**src/sv/length_prefixed_request_deframer_assert.svh**
```systemverilog
// Assertion shorthands shared by the deframer modules.
// Both expect signals named clk and rst_n in the enclosing module.
`ifndef LENGTH_PREFIXED_REQUEST_DEFRAMER_ASSERT_SVH
`define LENGTH_PREFIXED_REQUEST_DEFRAMER_ASSERT_SVH

// Consequent checked in the same cycle as the antecedent.
`define LPRD_ASSERT_NOW(label, ante, cons, msg) \
  label: assert property (@(posedge clk) disable iff (!rst_n) (ante) |-> (cons)) \
    else $error(msg);

// Consequent checked in the cycle after the antecedent.
`define LPRD_ASSERT_NEXT(label, ante, cons, msg) \
  label: assert property (@(posedge clk) disable iff (!rst_n) (ante) |=> (cons)) \
    else $error(msg);

`endif

```
**src/sv/lprd_pkg.sv**
```systemverilog
package lprd_pkg;

  // Width of the argument index counter (saturates at all ones)
  localparam int unsigned ARG_INDEX_WIDTH = 18;
  localparam int unsigned MAX_ARGS_W      = 18;
  localparam int unsigned CFG_ADDR_W      = 3;
  localparam int unsigned CFG_DATA_W      = 32;

  // Register reset values
  localparam logic [31:0]         MAX_MSG_LEN_RESET = 32'd33554432;
  localparam logic [MAX_ARGS_W-1:0] MAX_ARGS_RESET  = 18'd200000;

  // Register select (paddr bit 2)
  localparam logic REG_MAX_MESSAGE_LENGTH = 1'b0;
  localparam logic REG_MAX_ARGUMENTS      = 1'b1;

  typedef enum logic [2:0] {
    PH_HDR   = 3'd0,
    PH_COUNT = 3'd1,
    PH_ALEN  = 3'd2,
    PH_DATA  = 3'd3,
    PH_TAIL  = 3'd4,
    PH_ERR   = 3'd5
  } phase_t;

  typedef enum logic [2:0] {
    KIND_MSG_LEN   = 3'd0,
    KIND_ARG_COUNT = 3'd1,
    KIND_ARG_LEN   = 3'd2,
    KIND_ARG_DATA  = 3'd3,
    KIND_DROPPED   = 3'd4
  } kind_t;

  typedef enum logic [1:0] {
    ERR_NONE      = 2'd0,
    ERR_TOO_LONG  = 2'd1,
    ERR_MALFORMED = 2'd2
  } err_t;

  typedef struct packed {
    logic [31:0]           max_message_length;
    logic [MAX_ARGS_W-1:0] max_arguments;
  } cfg_t;

  typedef struct packed {
    logic [7:0]                 echo_byte;
    kind_t                      byte_kind;
    logic [ARG_INDEX_WIDTH-1:0] arg_index;
    logic                       arg_last;
    logic                       arg_empty;
    logic                       message_last;
    err_t                       error_code;
  } result_t;

endpackage

```
**src/sv/length_prefixed_request_deframer.sv**
```systemverilog
// Length-prefixed request deframer.
// Input channel: one request byte per item (in_valid / in_stall). Result channel:
// one label per byte (out_valid / out_stall) giving the echoed byte, its kind,
// the argument index and the argument-end, empty-argument and message-end flags,
// plus an error code. Limits are set through the APB-style port: max message
// length at byte address 0, max argument count at address 4.
// Each accepted byte's label is registered into the output register, or
// into the skid entry while it is held. Throughput: one byte per cycle while
// in_stall is low; the parse state is a handful of counters updated per byte.
// Stalling: the result side holds two labels (output register plus skid entry).
// in_stall goes high only while both are occupied, so one extra byte is taken
// after out_stall rises and nothing is lost.
// Reset: parse state returns to waiting for a message length, the sticky error
// clears, both limits return to their defaults and the output buffer empties.
// After any framing error every further byte is dropped with the error code
// until reset.
`include "length_prefixed_request_deframer_assert.svh"

module length_prefixed_request_deframer import lprd_pkg::*; (
  input  logic                       clk,
  input  logic                       rst_n,
  // request bytes
  input  logic                       in_valid,
  output logic                       in_stall,
  input  logic [7:0]                 in_byte_value,
  // labelled bytes
  output logic                       out_valid,
  input  logic                       out_stall,
  output logic [7:0]                 out_echo_byte,
  output logic [2:0]                 out_byte_kind,
  output logic [ARG_INDEX_WIDTH-1:0] out_arg_index,
  output logic                       out_arg_last,
  output logic                       out_arg_empty,
  output logic                       out_message_last,
  output logic [1:0]                 out_error_code,
  // configuration
  input  logic                       psel,
  input  logic                       penable,
  input  logic                       pwrite,
  input  logic [CFG_ADDR_W-1:0]      paddr,
  input  logic [CFG_DATA_W-1:0]      pwdata,
  output logic [CFG_DATA_W-1:0]      prdata,
  output logic                       pready
);

  cfg_t    cfg_r, cfg_nxt;
  result_t result;
  result_t out_r, out_nxt;
  result_t skid_r, skid_nxt;
  logic    out_valid_r, out_valid_nxt;
  logic    skid_valid_r, skid_valid_nxt;
  logic    accept;
  logic    out_take;
  logic    cfg_write;

  // Configuration registers
  assign pready    = 1'b1;
  assign cfg_write = psel && penable && pwrite;

  always_comb begin
    cfg_nxt = cfg_r;
    if (cfg_write) begin
      case (paddr[2])
        REG_MAX_MESSAGE_LENGTH: cfg_nxt.max_message_length = pwdata;
        REG_MAX_ARGUMENTS:      cfg_nxt.max_arguments      = pwdata[MAX_ARGS_W-1:0];
        default:                cfg_nxt = cfg_r;
      endcase
    end
  end

  always_comb begin
    case (paddr[2])
      REG_MAX_MESSAGE_LENGTH: prdata = cfg_r.max_message_length;
      REG_MAX_ARGUMENTS:      prdata = CFG_DATA_W'(cfg_r.max_arguments);
      default:                prdata = '0;
    endcase
  end

  always_ff @(posedge clk) begin
    if (!rst_n) begin
      cfg_r.max_message_length <= MAX_MSG_LEN_RESET;
      cfg_r.max_arguments      <= MAX_ARGS_RESET;
    end else begin
      cfg_r <= cfg_nxt;
    end
  end

  // Handshakes
  assign in_stall = skid_valid_r;
  assign accept   = in_valid && !skid_valid_r;
  assign out_take = out_valid_r && !out_stall;

  lprd_parser u_parser (
    .clk        (clk),
    .rst_n      (rst_n),
    .accept     (accept),
    .byte_value (in_byte_value),
    .cfg        (cfg_r),
    .result     (result)
  );

  // Output register with one skid entry
  always_comb begin
    out_nxt        = out_r;
    skid_nxt       = skid_r;
    out_valid_nxt  = out_valid_r;
    skid_valid_nxt = skid_valid_r;
    if (!out_valid_r || out_take) begin
      if (skid_valid_r) begin
        out_nxt        = skid_r;
        out_valid_nxt  = 1'b1;
        skid_valid_nxt = 1'b0;
      end else begin
        out_nxt       = result;
        out_valid_nxt = accept;
      end
    end else if (accept) begin
      skid_nxt       = result;
      skid_valid_nxt = 1'b1;
    end
  end

  always_ff @(posedge clk) begin
    if (!rst_n) begin
      out_valid_r  <= 1'b0;
      skid_valid_r <= 1'b0;
    end else begin
      out_valid_r  <= out_valid_nxt;
      skid_valid_r <= skid_valid_nxt;
    end
  end

  always_ff @(posedge clk) begin
    out_r  <= out_nxt;
    skid_r <= skid_nxt;
  end

  assign out_valid        = out_valid_r;
  assign out_echo_byte    = out_r.echo_byte;
  assign out_byte_kind    = out_r.byte_kind;
  assign out_arg_index    = out_r.arg_index;
  assign out_arg_last     = out_r.arg_last;
  assign out_arg_empty    = out_r.arg_empty;
  assign out_message_last = out_r.message_last;
  assign out_error_code   = out_r.error_code;

  `LPRD_ASSERT_NOW(a_skid_behind_out, skid_valid_r, out_valid_r,
    "skid entry held with empty output register")
  `LPRD_ASSERT_NOW(a_skid_fills_on_stall, $rose(skid_valid_r), $past(out_stall),
    "skid entry filled without a stalled output")
  `LPRD_ASSERT_NEXT(a_skid_drains_to_out, skid_valid_r, out_valid_r,
    "output went empty while skid entry was held")

endmodule

```
**src/sv/lprd_parser.sv**
```systemverilog
`include "length_prefixed_request_deframer_assert.svh"

module lprd_parser import lprd_pkg::*; (
  input  logic       clk,
  input  logic       rst_n,
  input  logic       accept,
  input  logic [7:0] byte_value,
  input  cfg_t       cfg,
  output result_t    result
);

  phase_t                     phase_r, phase_nxt;
  logic [1:0]                 wbc_r, wbc_nxt;
  logic [23:0]                wa_r, wa_nxt;
  logic [31:0]                mbl_r, mbl_nxt;
  logic [MAX_ARGS_W-1:0]      args_left_r, args_left_nxt;
  logic [ARG_INDEX_WIDTH-1:0] cur_arg_r, cur_arg_nxt;
  logic [31:0]                abl_r, abl_nxt;
  logic                       malformed_r, malformed_nxt;
  err_t                       sticky_r, sticky_nxt;

  // Word assembly: little-endian, four bytes to a word
  logic        word_done;
  logic [31:0] word_full;
  logic [23:0] wa_fill;
  logic [2:0]  word_cnt_hi;

  assign word_done   = (wbc_r == 2'd3);
  assign word_full   = {byte_value, wa_r};
  assign word_cnt_hi = 3'(word_full[31:MAX_ARGS_W] != '0);

  always_comb begin
    wa_fill = wa_r;
    case (wbc_r)
      2'd0:    wa_fill[7:0]   = byte_value;
      2'd1:    wa_fill[15:8]  = byte_value;
      2'd2:    wa_fill[23:16] = byte_value;
      default: wa_fill        = '0;
    endcase
  end

  // Next state and the label for the accepted byte
  always_comb begin
    phase_nxt     = phase_r;
    wbc_nxt       = wbc_r;
    wa_nxt        = wa_r;
    mbl_nxt       = mbl_r;
    args_left_nxt = args_left_r;
    cur_arg_nxt   = cur_arg_r;
    abl_nxt       = abl_r;
    malformed_nxt = malformed_r;
    sticky_nxt    = sticky_r;

    result              = '0;
    result.echo_byte    = byte_value;
    result.byte_kind    = KIND_DROPPED;
    result.error_code   = ERR_NONE;

    if (accept) begin
      if (phase_r == PH_ERR) begin
        result.error_code = sticky_r;
      end else if (phase_r == PH_HDR) begin
        result.byte_kind = KIND_MSG_LEN;
        wbc_nxt = wbc_r + 2'd1;
        wa_nxt  = wa_fill;
        if (word_done) begin
          if (word_full > cfg.max_message_length) begin
            result.error_code = ERR_TOO_LONG;
            sticky_nxt        = ERR_TOO_LONG;
            phase_nxt         = PH_ERR;
          end else if (word_full == '0) begin
            result.message_last = 1'b1;
            result.error_code   = ERR_MALFORMED;
            sticky_nxt          = ERR_MALFORMED;
            phase_nxt           = PH_ERR;
          end else begin
            mbl_nxt       = word_full;
            cur_arg_nxt   = '0;
            malformed_nxt = 1'b0;
            phase_nxt     = PH_COUNT;
          end
        end
      end else begin
        mbl_nxt = mbl_r - 32'd1;
        if (!malformed_r) begin
          case (phase_r)
            PH_COUNT: begin
              result.byte_kind = KIND_ARG_COUNT;
              wbc_nxt = wbc_r + 2'd1;
              wa_nxt  = wa_fill;
              if (word_done) begin
                args_left_nxt = word_full[MAX_ARGS_W-1:0];
                cur_arg_nxt   = '0;
                if (word_cnt_hi != 3'd0 ||
                    word_full[MAX_ARGS_W-1:0] > cfg.max_arguments) begin
                  malformed_nxt = 1'b1;
                end else if (word_full == '0) begin
                  phase_nxt = PH_TAIL;
                end else begin
                  phase_nxt = PH_ALEN;
                end
              end
            end
            PH_ALEN: begin
              result.byte_kind = KIND_ARG_LEN;
              result.arg_index = cur_arg_r;
              wbc_nxt = wbc_r + 2'd1;
              wa_nxt  = wa_fill;
              if (word_done) begin
                abl_nxt = word_full;
                if (word_full == '0) begin
                  // zero-length argument ends on its length bytes
                  result.arg_empty = 1'b1;
                  args_left_nxt    = args_left_r - MAX_ARGS_W'(1);
                  if (cur_arg_r != '1) cur_arg_nxt = cur_arg_r + ARG_INDEX_WIDTH'(1);
                  phase_nxt = (args_left_r == MAX_ARGS_W'(1)) ? PH_TAIL : PH_ALEN;
                end else begin
                  phase_nxt = PH_DATA;
                end
              end
            end
            PH_DATA: begin
              result.byte_kind = KIND_ARG_DATA;
              result.arg_index = cur_arg_r;
              abl_nxt = abl_r - 32'd1;
              if (abl_r == 32'd1) begin
                result.arg_last = 1'b1;
                args_left_nxt   = args_left_r - MAX_ARGS_W'(1);
                if (cur_arg_r != '1) cur_arg_nxt = cur_arg_r + ARG_INDEX_WIDTH'(1);
                phase_nxt = (args_left_r == MAX_ARGS_W'(1)) ? PH_TAIL : PH_ALEN;
              end
            end
            default: begin
              // bytes after the last argument
              malformed_nxt = 1'b1;
            end
          endcase
        end

        // Last body byte: close the message or fail it
        if (mbl_r == 32'd1) begin
          result.message_last = 1'b1;
          if (malformed_nxt || phase_nxt != PH_TAIL) begin
            result.error_code = ERR_MALFORMED;
            sticky_nxt        = ERR_MALFORMED;
            phase_nxt         = PH_ERR;
          end else begin
            phase_nxt     = PH_HDR;
            wbc_nxt       = '0;
            wa_nxt        = '0;
            cur_arg_nxt   = '0;
            args_left_nxt = '0;
            abl_nxt       = '0;
            malformed_nxt = 1'b0;
          end
        end
      end
    end
  end

  always_ff @(posedge clk) begin
    if (!rst_n) begin
      phase_r     <= PH_HDR;
      wbc_r       <= '0;
      wa_r        <= '0;
      mbl_r       <= '0;
      args_left_r <= '0;
      cur_arg_r   <= '0;
      abl_r       <= '0;
      malformed_r <= 1'b0;
      sticky_r    <= ERR_NONE;
    end else begin
      phase_r     <= phase_nxt;
      wbc_r       <= wbc_nxt;
      wa_r        <= wa_nxt;
      mbl_r       <= mbl_nxt;
      args_left_r <= args_left_nxt;
      cur_arg_r   <= cur_arg_nxt;
      abl_r       <= abl_nxt;
      malformed_r <= malformed_nxt;
      sticky_r    <= sticky_nxt;
    end
  end

  `LPRD_ASSERT_NOW(a_err_phase_matches_sticky, 1'b1,
    (phase_r == PH_ERR) == (sticky_r != ERR_NONE), "error phase and sticky code disagree")
  `LPRD_ASSERT_NEXT(a_sticky_holds, sticky_r != ERR_NONE,
    $stable(sticky_r), "sticky error changed")
  `LPRD_ASSERT_NOW(a_body_has_bytes_left,
    phase_r == PH_COUNT || phase_r == PH_ALEN || phase_r == PH_DATA || phase_r == PH_TAIL,
    mbl_r != 32'd0, "in message body with no bytes left")

endmodule
```
**config.mk**
```make
export PLATFORM = sky130hd
export DESIGN_NAME = length_prefixed_request_deframer
export DESIGN_NICKNAME = d
export VERILOG_FILES = /design/src/sv/lprd_pkg.sv /design/src/sv/length_prefixed_request_deframer.sv /design/src/sv/lprd_parser.sv
export VERILOG_INCLUDE_DIRS = /design/src /design/src/sv
export SDC_FILE = /design/constraint.sdc
export NUM_CORES = 1
export LEC_CHECK = 0
export BUFFER_PORTS_ARGS = -buffer_cell sky130_fd_sc_hd__buf_2
export CAP_MARGIN = 20
export CORE_MARGIN = 2
export CORE_UTILIZATION = 50
export DETAILED_ROUTE_END_ITERATION = 10
export GPL_ROUTABILITY_DRIVEN = 0
export PLACE_DENSITY = 0.69
export SYNTH_ARGS = -nofsm -noshare
export SYNTH_HDL_FRONTEND = slang
export SYNTH_SLANG_ARGS = --single-unit
```
**constraint.sdc**
```tcl
create_clock -name clk -period 9.85 [get_ports clk]
set_clock_uncertainty 0.2 [all_clocks]
set_input_delay 0.985 -clock clk [delete_from_list [all_inputs] [get_ports clk]]
set_output_delay 0.985 -clock clk [all_outputs]
set_load 0.02 [all_outputs]
```
==> results of run 1 <==
layout by cell type, fill, tap and decap left out, types with 29 or more instances in the layout:
| cell type | instances |
|---|---|
| edfxtp_1 | 68 |
| o22ai_1 | 41 |
| nor2_1 | 156 |
| clkbuf_16 | 29 |
| dfxtp_1 | 184 |
| nand3_1 | 41 |
| ha_1 | 60 |
| o21ai_0 | 153 |
| nor3_1 | 41 |
| a21oi_1 | 177 |
| a21o_1 | 37 |
| inv_1 | 88 |
| buf_2 | 115 |
| nand2_1 | 264 |
sequential cells by signal, indices dropped and copies added, names as in the netlist, 18 cells and up:
signal,flops
cfg_r,50
out_arg_index,18
skid_r,34
u_parser.abl_r,32
u_parser.args_left_r,18
u_parser.cur_arg_r,18
u_parser.mbl_r,32
u_parser.wa_r,24
through the flow:
stage | cell area (um^2) | total power [uW] | setup WS (ns) | util | hold slack, ns
after floorplan | 14450 | 2396 | 5.899 | - | 0.2314
after global placement | 15250 | 2786 | 4.872 | 0.5342 | 0.2429
after detailed placement | 15280 | 2820 | 4.844 | 0.5352 | 0.2465
after CTS | 16200 | 3865 | 4.838 | 0.5673 | 0.2545
after global routing | 16210 | 4107 | 4.492 | 0.5677 | 0.2733
final | 16210 | 3901 | 4.684 | 0.5677 | 0.2529
cell usage after synthesis (4+ instances only):
library cell / instances
nand2b_1: 7
clkbuf_1: 93
o221a_2: 7
nor3_1: 42
a41oi_1: 4
o31ai_1: 7
and2_1: 10
a21o_1: 37
o211ai_1: 16
nand4_1: 27
o22ai_1: 41
a22o_1: 4
nor3b_1: 4
mux2_2: 12
and3_1: 15
edfxtp_1: 68
mux2i_1: 27
ha_1: 61
nor2b_1: 4
buf_2: 5
nor2_1: 159
nand2_1: 264
buf_1: 8
o2111ai_1: 6
a211oi_1: 15
o221ai_1: 5
or4_1: 11
dfxtp_1: 184
nor4_1: 27
a21oi_1: 177
a22oi_1: 19
o32ai_1: 13
and4_1: 6
or3_1: 15
nand3_1: 41
o21a_1: 7
o21ai_0: 153
xnor2_1: 11
a21boi_0: 6
a31oi_1: 13
inv_1: 88
cells by family (layout without fill, tap and decap cells):
| kind of cell | count (synthesis) | count (layout) | share of synthesized area |
|---|---|---|---|
| simple gates | 656 | 656 | 0.2122 |
| compound gates | 571 | 571 | 0.2489 |
| flops | 252 | 252 | 0.3962 |
| buf+inv | 199 | 280 | 0.05368 |
| fa+ha+maj | 61 | 61 | 0.05281 |
| mux | 39 | 39 | 0.02805 |
| xor+xnor | 13 | 13 | 0.007879 |
| other cells | 1 | 1 | 0.0002595 |
worst reg2reg max path, cell delays in order, from the launching register on:
cell	delay [ns]
dfxtp_1	0.38
ha_2	0.19
buf_4	0.55
inv_1	0.54
nor2_1	0.98
nor4b_1	0.33
nor2_1	0.21
o32ai_4	0.75
nor3_1	0.29
nand2_1	0.45
o22ai_1	0.17
metal layers:
metal	track usage	vias to the layer above	part of all wire	wire length [um]
met1	0.3769	6600	0.42	18800
met4	0.1208	0	0.045	2006
met2	0.4631	634	0.45	19870
met3	0.06037	140	0.088	3918
met5	0	-	0	0
li1	-	6658	-	-
layout make-up:
cell class / instances / area, um^2 / area share
Clock buffer: 39 / 823.3 / 0.05080
Clock inverter: 13 / 93.84 / 0.005791
Inverter: 89 / 334.1 / 0.02061
Multi-Input combinational cell: 1341 / 7978 / 0.4923
Sequential cell: 252 / 5725 / 0.3533
Tap cell: 384 / 480.5 / 0.02965
Timing Repair Buffer: 139 / 770.7 / 0.04756
worst max path at each step:
stage	slack (ns)	cells past startpoint	end
2_1_floorplan	5.90	2	skid_r[0]
3_3_place_gp	4.87	10	u_parser.cur_arg_r[17]
3_5_place_dp	4.84	10	u_parser.cur_arg_r[13]
4_1_cts	4.84	10	u_parser.cur_arg_r[13]
5_1_grt	4.49	10	u_parser.args_left_r[1]
6_report	4.68	10	u_parser.args_left_r[17]
power breakdown:
group          internal (uW)  switching [uW]
registers               1150             131
clock network            608             436
logic                    497            1080
==> impl_metrics.toml, run 1 <==
[sta]
period_share = 0.5245
finalSetupViolCount = 0
clock.fmax_mhz = 193.6
worst_pin_slew_ns = 1.126
fin_tns_setup_ns = 0
finalHoldViolCount = 0
slew_viol_final = 0
rsz0062_at_grt = "false"
slew_headroom = 0.2466
min_period_ns = 5.166

[placement]
hpwl_um = 29960
dp_cells = 2203
portBuffers = 115

[synth]
mappedNetlistNets = 1903
syn-cell-area_um2 = 14450
synthTopCellsByArea = "dfxtp_1, edfxtp_1, nand2_1"
ys_types = 85
ys_ff_latch = 252
synth_ff_type = "dfxtp_1"
ys_seq_area_frac = 0.3962
ys_async_sr_fraction = 0
yosysTopAreaCellShare = 0.2549
yosys.area.top_type = "dfxtp_1"
syn_area_per_cell_um2 = 8.064
netlist_instances = 1792
synth_edf_count = 68
ys_warn_count = 0

[critical_path]
path_common_cell = "nor2_1"
arrival_ns = 5.39
path_buf_inv = 2
critPathCaptureType = "flip-flop"
crit_path_start = "u_parser.wbc_r[1]"
cp-start-kind = "flip-flop"
cp_slowest_stage_delay_ns = 0.98
crit_required_ns = 10.07
worst-path-max-fanout = 47
regToRegEndpoint = "u_parser.args_left_r[17]"
crit_chain = "ha_2 -> buf_4 -> inv_1 -> nor2_1 -> nor4b_1 -> nor2_1 -> o32ai_4 -> nor3_1 -> nand2_1 -> o22ai_1"
reg2reg_depth = 10
rr_startpoint = "u_parser.wbc_r[1]"
crit_slowest_cell = "nor2_1"
reg2reg_slack_ns = 4.68
path_class = "flip-flop to flip-flop"
cp_top_family = "simple AND/OR/NAND/NOR gates"

[floorplan]
die_w_um = 174.0
fp.dieH_um = 174.0
rows = 62
design.core.area_um2 = 28550
initial_core_util = 0.5062
fp.dieArea_um2 = 30280
io_pins = 119

[job]
maxCapViolCount = 0

[clock_tree]
clkTransAtPathRegs_ns = 0.06
htree_levels = 1
cts_buffer_depth = 3
clk-insertion-delay-late_ns = 0.55
cts_made_buffers = 29
post_cts.repair.setup_buffers = 0
cts_resized = 0
cts_tree = "yes"
clock_sinks = 252
ctsHoldBuffers = 0
cts-root-buf = "clkbuf_16"

[detailed_routing]
drt-wirelength-per-cell_um = 19.76
drc = 0
wl_um = 44600
vias = 14032
routed_via_density = 6.217
drt_iter0_drc = 1322
drt_pass1_iterations = 5
ant_nets = 0

[min_path]
min_path_cells = 2
hold_path_class = "flip-flop to flip-flop"
min_from = "cfg_r[44]"
hold_end = "cfg_r[44]"

[global_route]
grt_pass1_vias = 13160
grt_pass1_wl_um = 70810
antenna_found_initial = 1
globalRoute.totalOverflow = 0
grt_max_degree = 77
groute.usage.overall = 0.2880

[cells_and_area]
syn2layout_area_growth_pct = 12.14
fillCellCount = 2672
nNetsFinal = 1963
final_cell_count_no_fill = 2257
antenna_cells = 0
drive_above_1_share = 0.1271

[power_and_ir_drop]
leakage_uw = 0.006277
pwr_density_cell_nw_per_um2 = 240.7
irDropWorstVdd_uv = 249.9

[run_status]
status = "completed"
Power figures use the tool's default switching activity.
==> run 2, diff against run 1 <==
clock period = 5.1 ns   (was 9.85 ns; I/O delays follow)
==> run 2 against run 1 <==
Against the previous run: the run now ends with negative hold slack left; clock power up 91%; combinational power up 99%; global-route usage rose by 0.26 points; critical endpoint is now u_parser.cur_arg_r[14]; first-iteration DRC count up 19%.
==> impl_metrics.toml, run 2 (synthesis results as in run 1) <==
[run_status]
status = "complete, but fails checks"
violations = "negative hold slack"

[global_route]
groute.usage.overall = 0.2906
globalRoute.totalOverflow = 0
grt_max_degree = 99
grt_pass1_vias = 13004
grt_pass1_wl_um = 71590
antenna_found_initial = 1

[clock_tree]
cts_resized = 0
htree_levels = 1
cts_tree = "yes"
cts-root-buf = "clkbuf_16"
clkTransAtPathRegs_ns = 0.06
cts_buffer_depth = 3
clock_sinks = 252
cts_made_buffers = 29
clk-insertion-delay-late_ns = 0.55

[cells_and_area]
largest_reg_flops = 50
drive_above_1_share = 0.1326
mostFrequentLayoutCell = "nand2_1"
utilization = 0.5746
top_regs = "cfg_r x50, skid_r x34"
nNetsFinal = 1989
final_cell_count_no_fill = 2284
final_area_um2 = 16400
final_cell_mix = "nand2_1, dfxtp_1, a21oi_1, nor2_1, o21ai_0"
syn2layout_area_growth_pct = 13.50
antenna_cells = 0
top_register = "cfg_r"

[job]
maxCapViolCount = 0

[floorplan]
io_pins = 119
initial_core_util = 0.5062
die_w_um = 174.0
rows = 62
fp.dieH_um = 174.0
fp.dieArea_um2 = 30280
design.core.area_um2 = 28550

[sta]
min_period_ns = 4.530
period_share = 0.8883
finalSetupViolCount = 0
slew_viol_final = 0
clock.fmax_mhz = 220.7
finalHoldViolCount = 1
fin_tns_setup_ns = 0
worst_pin_slew_ns = 1.077
rsz0062_at_grt = "false"
slew_headroom = 0.2765
holdWs_ns = -0.0002122

[detailed_routing]
drt-wirelength-per-cell_um = 19.86
vias = 14178
drc = 0
wl_um = 45360
drt_pass1_iterations = 6
routed_via_density = 6.208
drt_iter0_drc = 1567
ant_nets = 0

[placement]
hpwl_um = 30310
dp_cells = 2222
portBuffers = 115
placed_area_um2 = 15400

[critical_path]
worst-path-max-fanout = 11
cp-start-kind = "flip-flop"
arrival_ns = 4.80
critPathCaptureType = "flip-flop"
path_class = "flip-flop to flip-flop"
crit_required_ns = 5.36

[min_path]
hold_path_class = "input port to flip-flop"

[power_and_ir_drop]
pwr_density_cell_nw_per_um2 = 461.6
irDropWorstVdd_uv = 441.3
leakage_uw = 0.006391
-- run 2: cell count changes in the layout (fill, tap and decap cells not counted) --
cell,previous run,this run
buf_4,21,41
bufinv_16,1,2
clkbuf_1,4,7
clkbuf_2,2,0
clkbuf_8,6,1
clkinv_1,4,5
clkinv_2,6,7
dlygate4sd3_1,0,8
inv_6,0,1
inv_8,1,0
nor2_1,156,157
nor2_2,3,2
-- run 2: worst paths after layout --
check	startpoint	endpoint	slack, ns	cells after the start
setup / recovery	u_parser.wa_r[7]	u_parser.cur_arg_r[14]	0.57	9
hold / removal	pwdata[25]	cfg_r[43]	-0.0002	3
setup reg to reg	u_parser.wa_r[7]	u_parser.cur_arg_r[14]	0.57	9
hold reg to reg	cfg_r[47]	cfg_r[47]	0.26	2
-- run 2: routing by layer --
metal / GRT usage / vias up / share of wire
li1: - / 6696 / -
met1: 0.4085 / 6686 / 0.43
met2: 0.4590 / 674 / 0.44
met3: 0.03718 / 122 / 0.087
met4: 0.1061 / 0 / 0.039
met5: 0 / - / 0
-- run 2: repair_timing --
item	CTS	global route
endpoints found under the hold margin	8	0
endpoints found under the setup margin	0	0
hold buffers	8	0
setup buffers	0	0
-- run 2: per-stage QoR --
| step | setup slack (ns) | hold WS, ns | power [uW] |
|---|---|---|---|
| detailed placement | 0.7454 | 0.2463 | 5485 |
| global placement | 0.7810 | 0.2430 | 5443 |
| global route | 0.5278 | 0.003831 | 7949 |
| CTS | 0.7407 | 0.001379 | 7479 |
| floorplan | 1.624 | 0.2314 | 4628 |
| finish | 0.5696 | -0.0002122 | 7571 |
-- run 2: area by class of cell --
type                            instances  area, um^2
Fill cell                            2693       12150
Sequential cell                       252        5725
Inverter                               89       334.1
Tap cell                              384       480.5
Multi-Input combinational cell       1341        7975
Clock buffer                           37       765.7
Timing Repair Buffer                  165       991.0
Clock inverter                         16       130.1
-- run 2: critical path, cell delays in order, from the launching register on --
cell and delay (ns):
dfxtp_1 0.62, ha_1 0.35, nand4_1 0.15, nor2_1 0.09, a311o_1 0.34, o22ai_1 0.68
o32ai_4 0.42, nor3_1 0.72, nand2_1 0.55, o22ai_1 0.32
-- run 2: report_power, final --
part / total [uW] / switching (uW) / internal [uW]
combinational: 3150 / 2150 / 1010
sequential: 2420 / 204 / 2220
clock: 1990 / 839 / 1160
